### src/rtl/core/rsm_pkg.sv
package rsm_pkg;

  localparam int MAX_POINTS = 4096;
  localparam int IDX_W      = $clog2(MAX_POINTS);
  localparam int CNT_W      = 13;
  localparam int CORNER_W   = 14;
  localparam int ARC_W      = 40;
  localparam int DEPTH_W    = 11;
  localparam logic [DEPTH_W-1:0] DEPTH_MAX = 11'd1311;
  localparam logic [ARC_W-1:0]   ARC_MAX   = {ARC_W{1'b1}};

  localparam logic KIND_VERT = 1'b0;
  localparam logic KIND_TRI  = 1'b1;

  localparam logic [1:0] TEX_LEFT   = 2'd0;
  localparam logic [1:0] TEX_CENTRE = 2'd1;
  localparam logic [1:0] TEX_RIGHT  = 2'd2;

  typedef struct packed {
    logic signed [31:0] point_x;
    logic signed [31:0] point_y;
    logic [30:0]        road_width;
  } in_t;

  typedef struct packed {
    logic                item_kind;
    logic signed [31:0]  vert_x;
    logic signed [31:0]  vert_y;
    logic [1:0]          tex_u;
    logic [ARC_W-1:0]    tex_v;
    logic [ARC_W-1:0]    arc_length;
    logic [DEPTH_W-1:0]  depth_value;
    logic [CORNER_W-1:0] corner_a;
    logic [CORNER_W-1:0] corner_b;
    logic [CORNER_W-1:0] corner_c;
    logic                run_end;
  } out_t;

  typedef struct packed {
    logic busy;
    logic done;
  } stat_t;

endpackage

### src/rtl/core/rsm_mul.sv
module rsm_mul (
  input  logic           clk,
  input  logic           rst_n,
  input  logic           start,
  input  logic [31:0]    a,
  input  logic [31:0]    b,
  output logic [63:0]    prod,
  output rsm_pkg::stat_t stat
);
  import rsm_pkg::*;

  logic [63:0] p_r, p_nxt;
  logic [31:0] a_r;
  logic [4:0]  cnt_r;
  logic        busy_r, done_r;
  logic [32:0] s;

  // add the multiplicand on a set low bit, then shift one bit right
  always_comb begin
    s     = {1'b0, p_r[63:32]} + (p_r[0] ? {1'b0, a_r} : 33'd0);
    p_nxt = {s, p_r[31:1]};
  end

  always_ff @(posedge clk) begin
    if (!rst_n) begin
      busy_r <= 1'b0;
      done_r <= 1'b0;
      cnt_r  <= '0;
    end else begin
      done_r <= 1'b0;
      if (start) begin
        busy_r <= 1'b1;
        cnt_r  <= '0;
      end else if (busy_r) begin
        cnt_r <= cnt_r + 5'd1;
        if (cnt_r == 5'd31) begin
          busy_r <= 1'b0;
          done_r <= 1'b1;
        end
      end
    end
  end

  always_ff @(posedge clk) begin
    if (start) begin
      a_r <= a;
      p_r <= {32'd0, b};
    end else if (busy_r) begin
      p_r <= p_nxt;
    end
  end

  assign prod = p_r;
  assign stat = '{busy: busy_r, done: done_r};
endmodule

### src/rtl/core/rsm_div.sv
module rsm_div (
  input  logic           clk,
  input  logic           rst_n,
  input  logic           start,
  input  logic [63:0]    dividend,
  input  logic [39:0]    divisor,
  output logic [63:0]    quot,
  output rsm_pkg::stat_t stat
);
  import rsm_pkg::*;

  logic [63:0] q_r;
  logic [39:0] rem_r, d_r;
  logic [5:0]  cnt_r;
  logic        busy_r, done_r;
  logic [40:0] rsh, rdif;

  // restoring division, one quotient bit per cycle
  always_comb begin
    rsh  = {rem_r, q_r[63]};
    rdif = rsh - {1'b0, d_r};
  end

  always_ff @(posedge clk) begin
    if (!rst_n) begin
      busy_r <= 1'b0;
      done_r <= 1'b0;
      cnt_r  <= '0;
    end else begin
      done_r <= 1'b0;
      if (start) begin
        busy_r <= 1'b1;
        cnt_r  <= '0;
      end else if (busy_r) begin
        cnt_r <= cnt_r + 6'd1;
        if (cnt_r == 6'd63) begin
          busy_r <= 1'b0;
          done_r <= 1'b1;
        end
      end
    end
  end

  always_ff @(posedge clk) begin
    if (start) begin
      q_r   <= dividend;
      d_r   <= divisor;
      rem_r <= '0;
    end else if (busy_r) begin
      if (!rdif[40]) begin
        rem_r <= rdif[39:0];
        q_r   <= {q_r[62:0], 1'b1};
      end else begin
        rem_r <= rsh[39:0];
        q_r   <= {q_r[62:0], 1'b0};
      end
    end
  end

  assign quot = q_r;
  assign stat = '{busy: busy_r, done: done_r};
endmodule

### src/rtl/core/road_strip_mesh_builder.sv
// Road strip mesh builder: turns the points of a closed track into road
// vertices and triangles.
// Input channel (in_valid/in_ready/in_data): one request per track point.
// Result channel (out_valid/out_ready/out_data): vertex and triangle records,
// run_end set on the last record a point causes. A point causes 0, 7, 10
// or 14 records.
// Configuration: cfg_we/cfg_wdata write point_count; write it only while idle.
// Each point's geometry runs through one shared shift-add multiplier, a
// bit-pair square root and one shared restoring divider. One vertex triple
// costs four products, one root and five quotients (three when the segment
// has zero length). The first record of a triple shows on out_valid once
// its products, root and quotients are done.
// in_ready is high only between points; a record waiting in the output
// register does not block the next request, but a stalled receiver holds
// the record emitter until its register frees.
// Reset (rst_n low, synchronous) clears the track state, sets point_count to
// two and empties the output register.
module road_strip_mesh_builder (
  input  logic          clk,
  input  logic          rst_n,
  input  logic          in_valid,
  output logic          in_ready,
  input  rsm_pkg::in_t  in_data,
  output logic          out_valid,
  input  logic          out_ready,
  output rsm_pkg::out_t out_data,
  input  logic          cfg_we,
  input  logic [12:0]   cfg_wdata
);
  import rsm_pkg::*;

  typedef enum logic [12:0] {
    S_IDLE = 13'b0000000000001,
    S_MXX  = 13'b0000000000010,
    S_MYY  = 13'b0000000000100,
    S_SQRT = 13'b0000000001000,
    S_MOX  = 13'b0000000010000,
    S_DOX  = 13'b0000000100000,
    S_MOY  = 13'b0000001000000,
    S_DOY  = 13'b0000010000000,
    S_DDE  = 13'b0000100000000,
    S_DDC  = 13'b0001000000000,
    S_DTV  = 13'b0010000000000,
    S_EMIT = 13'b0100000000000,
    S_NEXT = 13'b1000000000000
  } state_t;

  state_t state_r;

  // track state
  logic [CNT_W-1:0]  pcount_r;
  logic signed [31:0] prev_x_r, prev_y_r, first_x_r, first_y_r;
  logic [30:0]       prev_w_r;
  logic [IDX_W-1:0]  pidx_r;
  logic [ARC_W-1:0]  dsum_r;

  // current request
  logic signed [31:0] x_r, y_r;
  logic [30:0]       w_r;
  logic              lastp_r;

  // vertex triple under work
  logic signed [31:0] epx_r, epy_r, enx_r, eny_r;
  logic [30:0]       ew_r;
  logic [IDX_W-1:0]  eidx_r;
  logic [ARC_W-1:0]  earc_r;
  logic              phase_b_r;
  logic              go_r;

  logic [65:0] sq_r;
  logic [35:0] rem_r;
  logic [32:0] root_r;
  logic [5:0]  cnt_r;
  logic [31:0] ox_r, oy_r;
  logic [DEPTH_W-1:0] de_r, dc_r;
  logic [ARC_W-1:0]   tv_r;
  logic [2:0]  rec_r;

  logic  out_valid_r;
  out_t  out_data_r, rec_data;

  // effective count and its derived values
  logic [CNT_W-1:0] n_eff;
  logic [19:0]      den;
  logic             lastp;
  assign n_eff = (pcount_r > CNT_W'(MAX_POINTS)) ? CNT_W'(MAX_POINTS) : pcount_r;
  assign den   = ({7'd0, n_eff} << 6) + ({7'd0, n_eff} << 5) + ({7'd0, n_eff} << 2);
  assign lastp = ({1'b0, pidx_r} + 13'd1) >= n_eff;

  // segment deltas
  logic signed [32:0] dx, dy;
  logic [31:0] ax, ay;
  assign dx = {enx_r[31], enx_r} - {epx_r[31], epx_r};
  assign dy = {eny_r[31], eny_r} - {epy_r[31], epy_r};
  assign ax = dx[32] ? 32'(-dx) : dx[31:0];
  assign ay = dy[32] ? 32'(-dy) : dy[31:0];

  // shared units
  logic        mul_start, div_start;
  logic [31:0] mul_a, mul_b;
  logic [63:0] mul_prod, div_quot, div_num;
  logic [39:0] div_den;
  stat_t       mul_stat, div_stat;

  rsm_mul u_mul (
    .clk(clk), .rst_n(rst_n), .start(mul_start), .a(mul_a), .b(mul_b),
    .prod(mul_prod), .stat(mul_stat)
  );

  rsm_div u_div (
    .clk(clk), .rst_n(rst_n), .start(div_start), .dividend(div_num),
    .divisor(div_den), .quot(div_quot), .stat(div_stat)
  );

  logic [13:0] idx_sum;
  assign idx_sum = {2'd0, eidx_r} + {1'b0, n_eff};

  always_comb begin
    mul_a = ax;
    mul_b = ax;
    case (state_r)
      S_MYY: begin mul_a = ay; mul_b = ay; end
      S_MOX: begin mul_a = ay; mul_b = {1'b0, ew_r}; end
      S_MOY: begin mul_a = ax; mul_b = {1'b0, ew_r}; end
      default: ;
    endcase
  end

  always_comb begin
    div_num = mul_prod;
    div_den = {7'd0, root_r};
    case (state_r)
      S_DDE: begin div_num = {36'd0, eidx_r, 16'd0}; div_den = {20'd0, den}; end
      S_DDC: begin div_num = {34'd0, idx_sum, 16'd0}; div_den = {20'd0, den}; end
      S_DTV: begin div_num = {24'd0, earc_r}; div_den = 40'd100; end
      default: ;
    endcase
  end

  logic len_zero;
  assign len_zero = (root_r == 33'd0);

  assign mul_start = go_r && ((state_r == S_MXX) || (state_r == S_MYY) ||
                              (state_r == S_MOX) || (state_r == S_MOY));
  assign div_start = go_r && (((state_r == S_DOX) && !len_zero) ||
                              ((state_r == S_DOY) && !len_zero) ||
                              (state_r == S_DDE) || (state_r == S_DDC) ||
                              (state_r == S_DTV));

  // square root step
  logic [35:0] rsh, trial, rdif;
  assign rsh   = {rem_r[33:0], sq_r[65:64]};
  assign trial = {1'b0, root_r, 2'b01};
  assign rdif  = rsh - trial;

  // saturated depth from a quotient
  logic [DEPTH_W-1:0] dq_sat;
  assign dq_sat = (div_quot > 64'(DEPTH_MAX)) ? DEPTH_MAX : div_quot[DEPTH_W-1:0];

  // arc update after a segment
  logic [40:0]      dsum_add;
  logic [ARC_W-1:0] dsum_upd;
  assign dsum_add = {1'b0, dsum_r} + {8'd0, root_r};
  assign dsum_upd = dsum_add[40] ? ARC_MAX : dsum_add[ARC_W-1:0];

  // vertex offsets with sign and saturation
  logic        neg_x, neg_y;
  logic signed [33:0] oxs, oys, lx, ly, rx, ry;
  logic signed [31:0] lxs, lys, rxs, rys;

  function automatic logic signed [31:0] sat32(input logic signed [33:0] v);
    if (v[33:31] == 3'b000 || v[33:31] == 3'b111) return v[31:0];
    return v[33] ? 32'sh8000_0000 : 32'sh7FFF_FFFF;
  endfunction

  assign neg_x = !dy[32] && (dy != 33'sd0);
  assign neg_y = dx[32];
  assign oxs = neg_x ? -$signed({2'b00, ox_r}) : $signed({2'b00, ox_r});
  assign oys = neg_y ? -$signed({2'b00, oy_r}) : $signed({2'b00, oy_r});
  assign lx  = {{2{epx_r[31]}}, epx_r} + oxs;
  assign ly  = {{2{epy_r[31]}}, epy_r} + oys;
  assign rx  = {{2{epx_r[31]}}, epx_r} - oxs;
  assign ry  = {{2{epy_r[31]}}, epy_r} - oys;
  assign lxs = sat32(lx);
  assign lys = sat32(ly);
  assign rxs = sat32(rx);
  assign rys = sat32(ry);

  // record selection
  logic [CORNER_W-1:0] b0, b1, b2, b3, b4, b5;
  logic [2:0] rec_last;
  logic       is_last_rec, slot_free, emit_fire;
  assign b0 = {2'd0, eidx_r} + {1'b0, eidx_r, 1'b0};
  assign b1 = b0 + 14'd1;
  assign b2 = b0 + 14'd2;
  assign b3 = b0 + 14'd3;
  assign b4 = b0 + 14'd4;
  assign b5 = b0 + 14'd5;
  assign rec_last    = (phase_b_r && (eidx_r < IDX_W'(2))) ? 3'd2 : 3'd6;
  assign is_last_rec = (rec_r == rec_last);
  assign slot_free   = !out_valid_r || out_ready;
  assign emit_fire   = (state_r == S_EMIT) && slot_free;

  always_comb begin
    rec_data             = '0;
    rec_data.item_kind   = KIND_VERT;
    rec_data.tex_v       = tv_r;
    rec_data.arc_length  = earc_r;
    rec_data.run_end     = is_last_rec && (phase_b_r || !lastp_r);
    case (rec_r)
      3'd0: begin
        rec_data.vert_x = lxs; rec_data.vert_y = lys;
        rec_data.tex_u = TEX_LEFT; rec_data.depth_value = de_r;
      end
      3'd1: begin
        rec_data.vert_x = epx_r; rec_data.vert_y = epy_r;
        rec_data.tex_u = TEX_CENTRE; rec_data.depth_value = dc_r;
      end
      3'd2: begin
        rec_data.vert_x = rxs; rec_data.vert_y = rys;
        rec_data.tex_u = TEX_RIGHT; rec_data.depth_value = de_r;
      end
      default: begin
        rec_data.item_kind  = KIND_TRI;
        rec_data.tex_v      = '0;
        rec_data.arc_length = '0;
        case (rec_r)
          3'd3: begin
            rec_data.corner_a = b0;
            rec_data.corner_b = b1;
            rec_data.corner_c = phase_b_r ? 14'd0 : b3;
          end
          3'd4: begin
            rec_data.corner_a = phase_b_r ? 14'd0 : b3;
            rec_data.corner_b = b1;
            rec_data.corner_c = phase_b_r ? 14'd1 : b4;
          end
          3'd5: begin
            rec_data.corner_a = b1;
            rec_data.corner_b = b2;
            rec_data.corner_c = phase_b_r ? 14'd1 : b4;
          end
          default: begin
            rec_data.corner_a = phase_b_r ? 14'd1 : b4;
            rec_data.corner_b = b2;
            rec_data.corner_c = phase_b_r ? 14'd2 : b5;
          end
        endcase
      end
    endcase
  end

  assign in_ready = (state_r == S_IDLE);

  // control
  always_ff @(posedge clk) begin
    if (!rst_n) begin
      state_r     <= S_IDLE;
      pcount_r    <= CNT_W'(2);
      pidx_r      <= '0;
      dsum_r      <= '0;
      prev_x_r    <= '0;
      prev_y_r    <= '0;
      prev_w_r    <= '0;
      first_x_r   <= '0;
      first_y_r   <= '0;
      out_valid_r <= 1'b0;
      go_r        <= 1'b0;
      rec_r       <= '0;
      cnt_r       <= '0;
    end else begin
      if (cfg_we) pcount_r <= cfg_wdata;
      // drop the taken record unless the emitter refills the register
      if (out_ready && !emit_fire) out_valid_r <= 1'b0;
      case (state_r)
        S_IDLE: begin
          // drop requests while the count is below two
          if (in_valid && (n_eff >= CNT_W'(2))) begin
            x_r     <= in_data.point_x;
            y_r     <= in_data.point_y;
            w_r     <= in_data.road_width;
            lastp_r <= lastp;
            if (pidx_r != '0) begin
              epx_r     <= prev_x_r;
              epy_r     <= prev_y_r;
              ew_r      <= prev_w_r;
              enx_r     <= in_data.point_x;
              eny_r     <= in_data.point_y;
              eidx_r    <= pidx_r - IDX_W'(1);
              earc_r    <= dsum_r;
              phase_b_r <= 1'b0;
              go_r      <= 1'b1;
              state_r   <= S_MXX;
            end else begin
              state_r <= S_NEXT;
            end
          end
        end
        S_MXX: begin
          if (go_r) go_r <= 1'b0;
          else if (mul_stat.done) begin
            sq_r <= {2'd0, mul_prod};
            go_r <= 1'b1;
            state_r <= S_MYY;
          end
        end
        S_MYY: begin
          if (go_r) go_r <= 1'b0;
          else if (mul_stat.done) begin
            sq_r    <= sq_r + {2'd0, mul_prod};
            rem_r   <= '0;
            root_r  <= '0;
            cnt_r   <= '0;
            state_r <= S_SQRT;
          end
        end
        S_SQRT: begin
          // one root bit per cycle from the top bit pair
          sq_r  <= {sq_r[63:0], 2'b00};
          cnt_r <= cnt_r + 6'd1;
          if (!rdif[35]) begin
            rem_r  <= rdif;
            root_r <= {root_r[31:0], 1'b1};
          end else begin
            rem_r  <= rsh;
            root_r <= {root_r[31:0], 1'b0};
          end
          if (cnt_r == 6'd32) begin
            go_r    <= 1'b1;
            state_r <= S_MOX;
          end
        end
        S_MOX: begin
          if (go_r) go_r <= 1'b0;
          else if (mul_stat.done) begin
            go_r <= 1'b1;
            state_r <= S_DOX;
          end
        end
        S_DOX: begin
          if (go_r && len_zero) begin
            ox_r    <= '0;
            state_r <= S_MOY;
          end else if (go_r) go_r <= 1'b0;
          else if (div_stat.done) begin
            ox_r    <= div_quot[31:0];
            go_r    <= 1'b1;
            state_r <= S_MOY;
          end
        end
        S_MOY: begin
          if (go_r) go_r <= 1'b0;
          else if (mul_stat.done) begin
            go_r <= 1'b1;
            state_r <= S_DOY;
          end
        end
        S_DOY: begin
          if (go_r && len_zero) begin
            oy_r    <= '0;
            state_r <= S_DDE;
          end else if (go_r) go_r <= 1'b0;
          else if (div_stat.done) begin
            oy_r    <= div_quot[31:0];
            go_r    <= 1'b1;
            state_r <= S_DDE;
          end
        end
        S_DDE: begin
          if (go_r) go_r <= 1'b0;
          else if (div_stat.done) begin
            de_r <= dq_sat;
            go_r <= 1'b1;
            state_r <= S_DDC;
          end
        end
        S_DDC: begin
          if (go_r) go_r <= 1'b0;
          else if (div_stat.done) begin
            dc_r <= dq_sat;
            go_r <= 1'b1;
            state_r <= S_DTV;
          end
        end
        S_DTV: begin
          if (go_r) go_r <= 1'b0;
          else if (div_stat.done) begin
            tv_r    <= div_quot[ARC_W-1:0];
            rec_r   <= '0;
            state_r <= S_EMIT;
          end
        end
        S_EMIT: begin
          // hold each record until the output register frees
          if (slot_free) begin
            out_valid_r <= 1'b1;
            out_data_r  <= rec_data;
            rec_r       <= rec_r + 3'd1;
            if (is_last_rec) begin
              if (!phase_b_r) begin
                dsum_r <= dsum_upd;
                if (lastp_r) begin
                  // closing triple: current point faces the first point
                  epx_r     <= x_r;
                  epy_r     <= y_r;
                  ew_r      <= w_r;
                  enx_r     <= first_x_r;
                  eny_r     <= first_y_r;
                  eidx_r    <= pidx_r;
                  earc_r    <= dsum_upd;
                  phase_b_r <= 1'b1;
                  go_r      <= 1'b1;
                  state_r   <= S_MXX;
                end else begin
                  state_r <= S_NEXT;
                end
              end else begin
                state_r <= S_NEXT;
              end
            end
          end
        end
        S_NEXT: begin
          if (pidx_r == '0) begin
            first_x_r <= x_r;
            first_y_r <= y_r;
          end
          prev_x_r <= x_r;
          prev_y_r <= y_r;
          prev_w_r <= w_r;
          if (lastp_r) begin
            pidx_r <= '0;
            dsum_r <= '0;
          end else begin
            pidx_r <= pidx_r + IDX_W'(1);
          end
          state_r <= S_IDLE;
        end
        default: state_r <= S_IDLE;
      endcase
    end
  end

  assign out_valid = out_valid_r;
  assign out_data  = out_data_r;
endmodule

### config.mk
export PLATFORM = sky130hd
export DESIGN_NAME = road_strip_mesh_builder
export DESIGN_NICKNAME = d
export VERILOG_FILES = /design/src/rtl/core/rsm_pkg.sv /design/src/rtl/core/rsm_mul.sv /design/src/rtl/core/rsm_div.sv /design/src/rtl/core/road_strip_mesh_builder.sv
export SDC_FILE = /design/constraint.sdc
export NUM_CORES = 2
export LEC_CHECK = 0
export CELL_PAD_IN_SITES_DETAIL_PLACEMENT = 2
export CELL_PAD_IN_SITES_GLOBAL_PLACEMENT = 2
export CORE_UTILIZATION = 40
export CTS_CLUSTER_SIZE = 28
export DETAILED_ROUTE_END_ITERATION = 16
export DONT_BUFFER_PORTS = 1
export PLACE_DENSITY = 0.81
export RECOVER_POWER = 50
export SLEW_MARGIN = 20
export SYNTH_ARGS = -nofsm -noshare
export SYNTH_HDL_FRONTEND = slang
export SYNTH_SLANG_ARGS = --single-unit
### constraint.sdc
create_clock -name clk -period 22.5 [get_ports clk]
set_clock_uncertainty 0.2 [all_clocks]
set_input_delay 2.25 -clock clk [delete_from_list [all_inputs] [get_ports clk]]
set_output_delay 2.25 -clock clk [all_outputs]
set_load 0.005 [all_outputs]
==> metrics.cfg <==
[outcome]
status = finished with violations
violations = capacitance limit, slew limit

[routing]
detail_route.vias_per_cell = 6.12
dr.first_iter.drc_count = 5468
antenna_violating_nets_post_route = 0
route.detailed.wl_per_inst_um = 29.5
via_count = 68100
totalWireLength_um = 328000
drtPass1Iterations = 7
drc_errors = 0

[worst_setup_path]
cp-start-kind = register
criticalPathCategory = register to register
timing.critical_path.mode_cell = sky130_fd_sc_hd__clkbuf_1
path_delay_family = buffers and inverters
cp.arrival_ns = 11.56
critical_path.slowest_cell = sky130_fd_sc_hd__clkbuf_1
critPathBufInv = 3
crit_chain = nor3_1 > and3_1 > nand4b_1 > clkbuf_1 > clkbuf_1 > clkbuf_1 > nand2_1 > nand2_1
critPathRequiredTime_ns = 22.91
max_stage_delay_ns = 4.31
worstPathMaxFanout = 116
worst_setup_path_end_kind = register

[floorplanning]
ios = 316
starting_density = 0.403
die_area_um2 = 198000
std_cell_rows = 162
fp.coreArea_um2 = 195000
die_height_um = 445
die_w_um = 445

[sta]
final.hold.worst_slack_ns = 0.255
finalSetupViolCount = 0
rsz0062_at_grt = false
fmaxAchievable_ghz = 0.0897
hold_viol = 0
layout_setup_ws_ns = 11.35
slew_headroom = -3.15
tightestPinTransition_ns = 6.23
final_min_period_over_clock_period = 0.495
maxSlewViolCount = 1365
fin_setup_tns_ns = 0
min_period_ns = 11.15

[global_route]
pin_count_of_the_biggest_net_entering_global_routing = 117
first_global_vias = 72900
initial_antenna_violation_count = 24
global_route_wire_length_before_repair_um = 486000
grtUsageTotal = 0.324
globalRoute.totalOverflow = 0

[clock_network]
clock_sink_count = 1264
cts_max_path_buffers = 3
cts_tree = yes
clock_tree.htree_level_count = 4
cts_inserted_buffers = 154
clk_transition_reported_paths_ns = 0.06
cts.root.buffer_cell = sky130_fd_sc_hd__clkbuf_16
ctsResizeCount = 0
post_cts_buffers = 0
worst_skew_pair.late_latency_ns = 0.83
post_cts_hold_buffer_count = 0

[logic_synthesis]
mappedNetlistArea_um2 = 78700
post_synth.cell_area_avg_um2 = 9.21
mappedNetlistNets = 9168
ys_ff_latch = 1264
yosys_most_used_dff = sky130_fd_sc_hd__edfxtp_1
synth_seq_area_share = 0.440
postSynthCellCount = 8541
synth-edff-count = 929
synth.yosys.warnings = 0
asyncSetResetFlopFracSynth = 0
yosys.cell_types.count = 116

[cells_and_area]
fillers = 21000
layout.cells.non_filler = 11100
ff_latch_area_um2 = 34600
multiInputGateArea_um2 = 40900
layout.cell_area.non_filler_um2 = 86300
flow.area_growth_from_synthesis_pct = 9.64
share_of_layout_cells_above_drive_strength_1 = 0.0520
number_of_nets_in_the_finished_design = 8993

[placed_design]
portBuffers = 0
detailedPlace.worstSlack_ns = 13.00
place_inst = 10800
finalWeightedCongestion = 0.941
hpwlAfterDp_um = 243000
place_area_um2 = 81300

[power_and_ir_drop]
leakage_nw = 33.3
power.density_cell_area_nw_per_um2 = 95.1
worst_ir_drop_vdd_uv = 68.9

[flow_run]
drv_cap = 28

[hold_path]
timing.hold.worst.class = register to register

[worst paths after layout]
check              startpoint     endpoint  slack (ns)  cells past startpoint
setup / recovery   state_r[5]    eny_r[10]       11.35                      8
hold / removal    prev_y_r[9]  prev_y_r[9]        0.25                      2
setup reg to reg   state_r[5]    eny_r[10]       11.35                      8
hold reg to reg   prev_y_r[9]  prev_y_r[9]        0.25                      2
[cell type report]
type | count | share of cell area
diodes | 16 | 0.000464
well taps | 2624 | 0.0381
clock buffers | 209 | 0.0497
inverters | 446 | 0.0194
flip-flops and latches | 1264 | 0.401
repair buffers | 98 | 0.00718
clock inverters | 79 | 0.00998
multi-input cells | 6402 | 0.474
[state kept, by name, indices dropped and copies added, names as in the netlist, 33 cells and up]
register     cells
dsum_r          40
rem_r           34
u_div.rem_r     40
out_data       201
earc_r          40
u_div.d_r       33
sq_r            66
root_r          33
u_div.quot      64
u_mul.prod      64
tv_r            40
[layout by cell type, fill, tap and decap left out, types with 32 or more instances in the layout]
cell type,count
sky130_fd_sc_hd__a222oi_1,41
sky130_fd_sc_hd__nand4_1,59
sky130_fd_sc_hd__a31oi_1,78
sky130_fd_sc_hd__a21oi_1,726
sky130_fd_sc_hd__o21a_1,70
sky130_fd_sc_hd__ha_1,492
sky130_fd_sc_hd__clkbuf_16,158
sky130_fd_sc_hd__dfxtp_1,333
sky130_fd_sc_hd__o21bai_1,95
sky130_fd_sc_hd__buf_4,67
sky130_fd_sc_hd__mux2i_1,119
sky130_fd_sc_hd__and3_1,80
sky130_fd_sc_hd__xor2_1,173
sky130_fd_sc_hd__o31ai_1,45
sky130_fd_sc_hd__or3_1,44
sky130_fd_sc_hd__nor3_1,115
sky130_fd_sc_hd__edfxtp_1,929
sky130_fd_sc_hd__nor4_1,53
sky130_fd_sc_hd__nor2b_1,91
sky130_fd_sc_hd__and2_1,88
sky130_fd_sc_hd__a21boi_0,35
sky130_fd_sc_hd__clkbuf_1,68
sky130_fd_sc_hd__a22oi_1,72
sky130_fd_sc_hd__o21ai_0,510
sky130_fd_sc_hd__o211ai_1,32
sky130_fd_sc_hd__a21o_1,160
sky130_fd_sc_hd__inv_1,440
sky130_fd_sc_hd__a221oi_1,43
sky130_fd_sc_hd__nand2b_1,68
sky130_fd_sc_hd__nor2_1,667
sky130_fd_sc_hd__and2_0,69
sky130_fd_sc_hd__nand2_1,1316
sky130_fd_sc_hd__xnor2_1,360
sky130_fd_sc_hd__nand3_1,122
sky130_fd_sc_hd__a211oi_1,51
[synthesized netlist by cell type, types with 70 or more instances]
| library cell | count | area, um^2 |
|---|---|---|
| sky130_fd_sc_hd__a31oi_1 | 79 | 494 |
| sky130_fd_sc_hd__a21o_1 | 160 | 1200 |
| sky130_fd_sc_hd__ha_1 | 492 | 6160 |
| sky130_fd_sc_hd__and3_1 | 80 | 500 |
| sky130_fd_sc_hd__inv_1 | 441 | 1660 |
| sky130_fd_sc_hd__o21bai_1 | 95 | 713 |
| sky130_fd_sc_hd__nand2_1 | 1317 | 4940 |
| sky130_fd_sc_hd__a21oi_1 | 727 | 3640 |
| sky130_fd_sc_hd__mux2i_1 | 119 | 1190 |
| sky130_fd_sc_hd__o21ai_0 | 511 | 2560 |
| sky130_fd_sc_hd__and2_1 | 158 | 988 |
| sky130_fd_sc_hd__edfxtp_1 | 929 | 27900 |
| sky130_fd_sc_hd__clkbuf_1 | 364 | 1370 |
| sky130_fd_sc_hd__nor2_1 | 677 | 2540 |
| sky130_fd_sc_hd__o21a_1 | 70 | 526 |
| sky130_fd_sc_hd__nand3_1 | 122 | 611 |
| sky130_fd_sc_hd__dfxtp_1 | 335 | 6710 |
| sky130_fd_sc_hd__nor2b_1 | 92 | 576 |
| sky130_fd_sc_hd__xnor2_1 | 361 | 3160 |
| sky130_fd_sc_hd__a22oi_1 | 72 | 541 |
| sky130_fd_sc_hd__nor3_1 | 115 | 576 |
| sky130_fd_sc_hd__xor2_1 | 175 | 1530 |
[metrics by stage]
step	util	total power (W)
floorplan	-	0.00466
finish	0.442	0.00820
global route	0.442	0.00851
global placement	0.416	0.00543
detailed placement	0.416	0.00556
CTS	0.443	0.00817
[worst min-delay path, stage by stage, from the launching register on]
cell and delay, ns:
sky130_fd_sc_hd__dfxtp_1 0.31, sky130_fd_sc_hd__nand2_1 0.05, sky130_fd_sc_hd__a21oi_1 0.05
[cell families after synthesis]
kind of cell / count (synthesis) / synth area share
buffers and inverters: 875 / 0.0431
xor gates and xnor gates: 538 / 0.0601
muxes: 128 / 0.0164
DFF: 1264 / 0.440
adders and majority gates: 514 / 0.0838
AOI/OAI and AO/OA: 2277 / 0.185
and+or+nand+nor: 2945 / 0.171
[where the power goes]
group	switching, W	internal (W)	total [W]
clock network	0.00112	0.00148	0.00259
logic	0.00184	0.000940	0.00278
registers	0.000145	0.00268	0.00283
total	0.00310	0.00510	0.00820
[layer usage]
metal  GRT usage  up-vias  part of all wire
met5           0        -          0.000040
met4       0.164        2             0.057
met3      0.0485      683             0.059
met2       0.533     2218              0.47
met1       0.414    35000              0.42
li1            -    30300                 -
No activity file was read; power rests on OpenSTA's default activity.
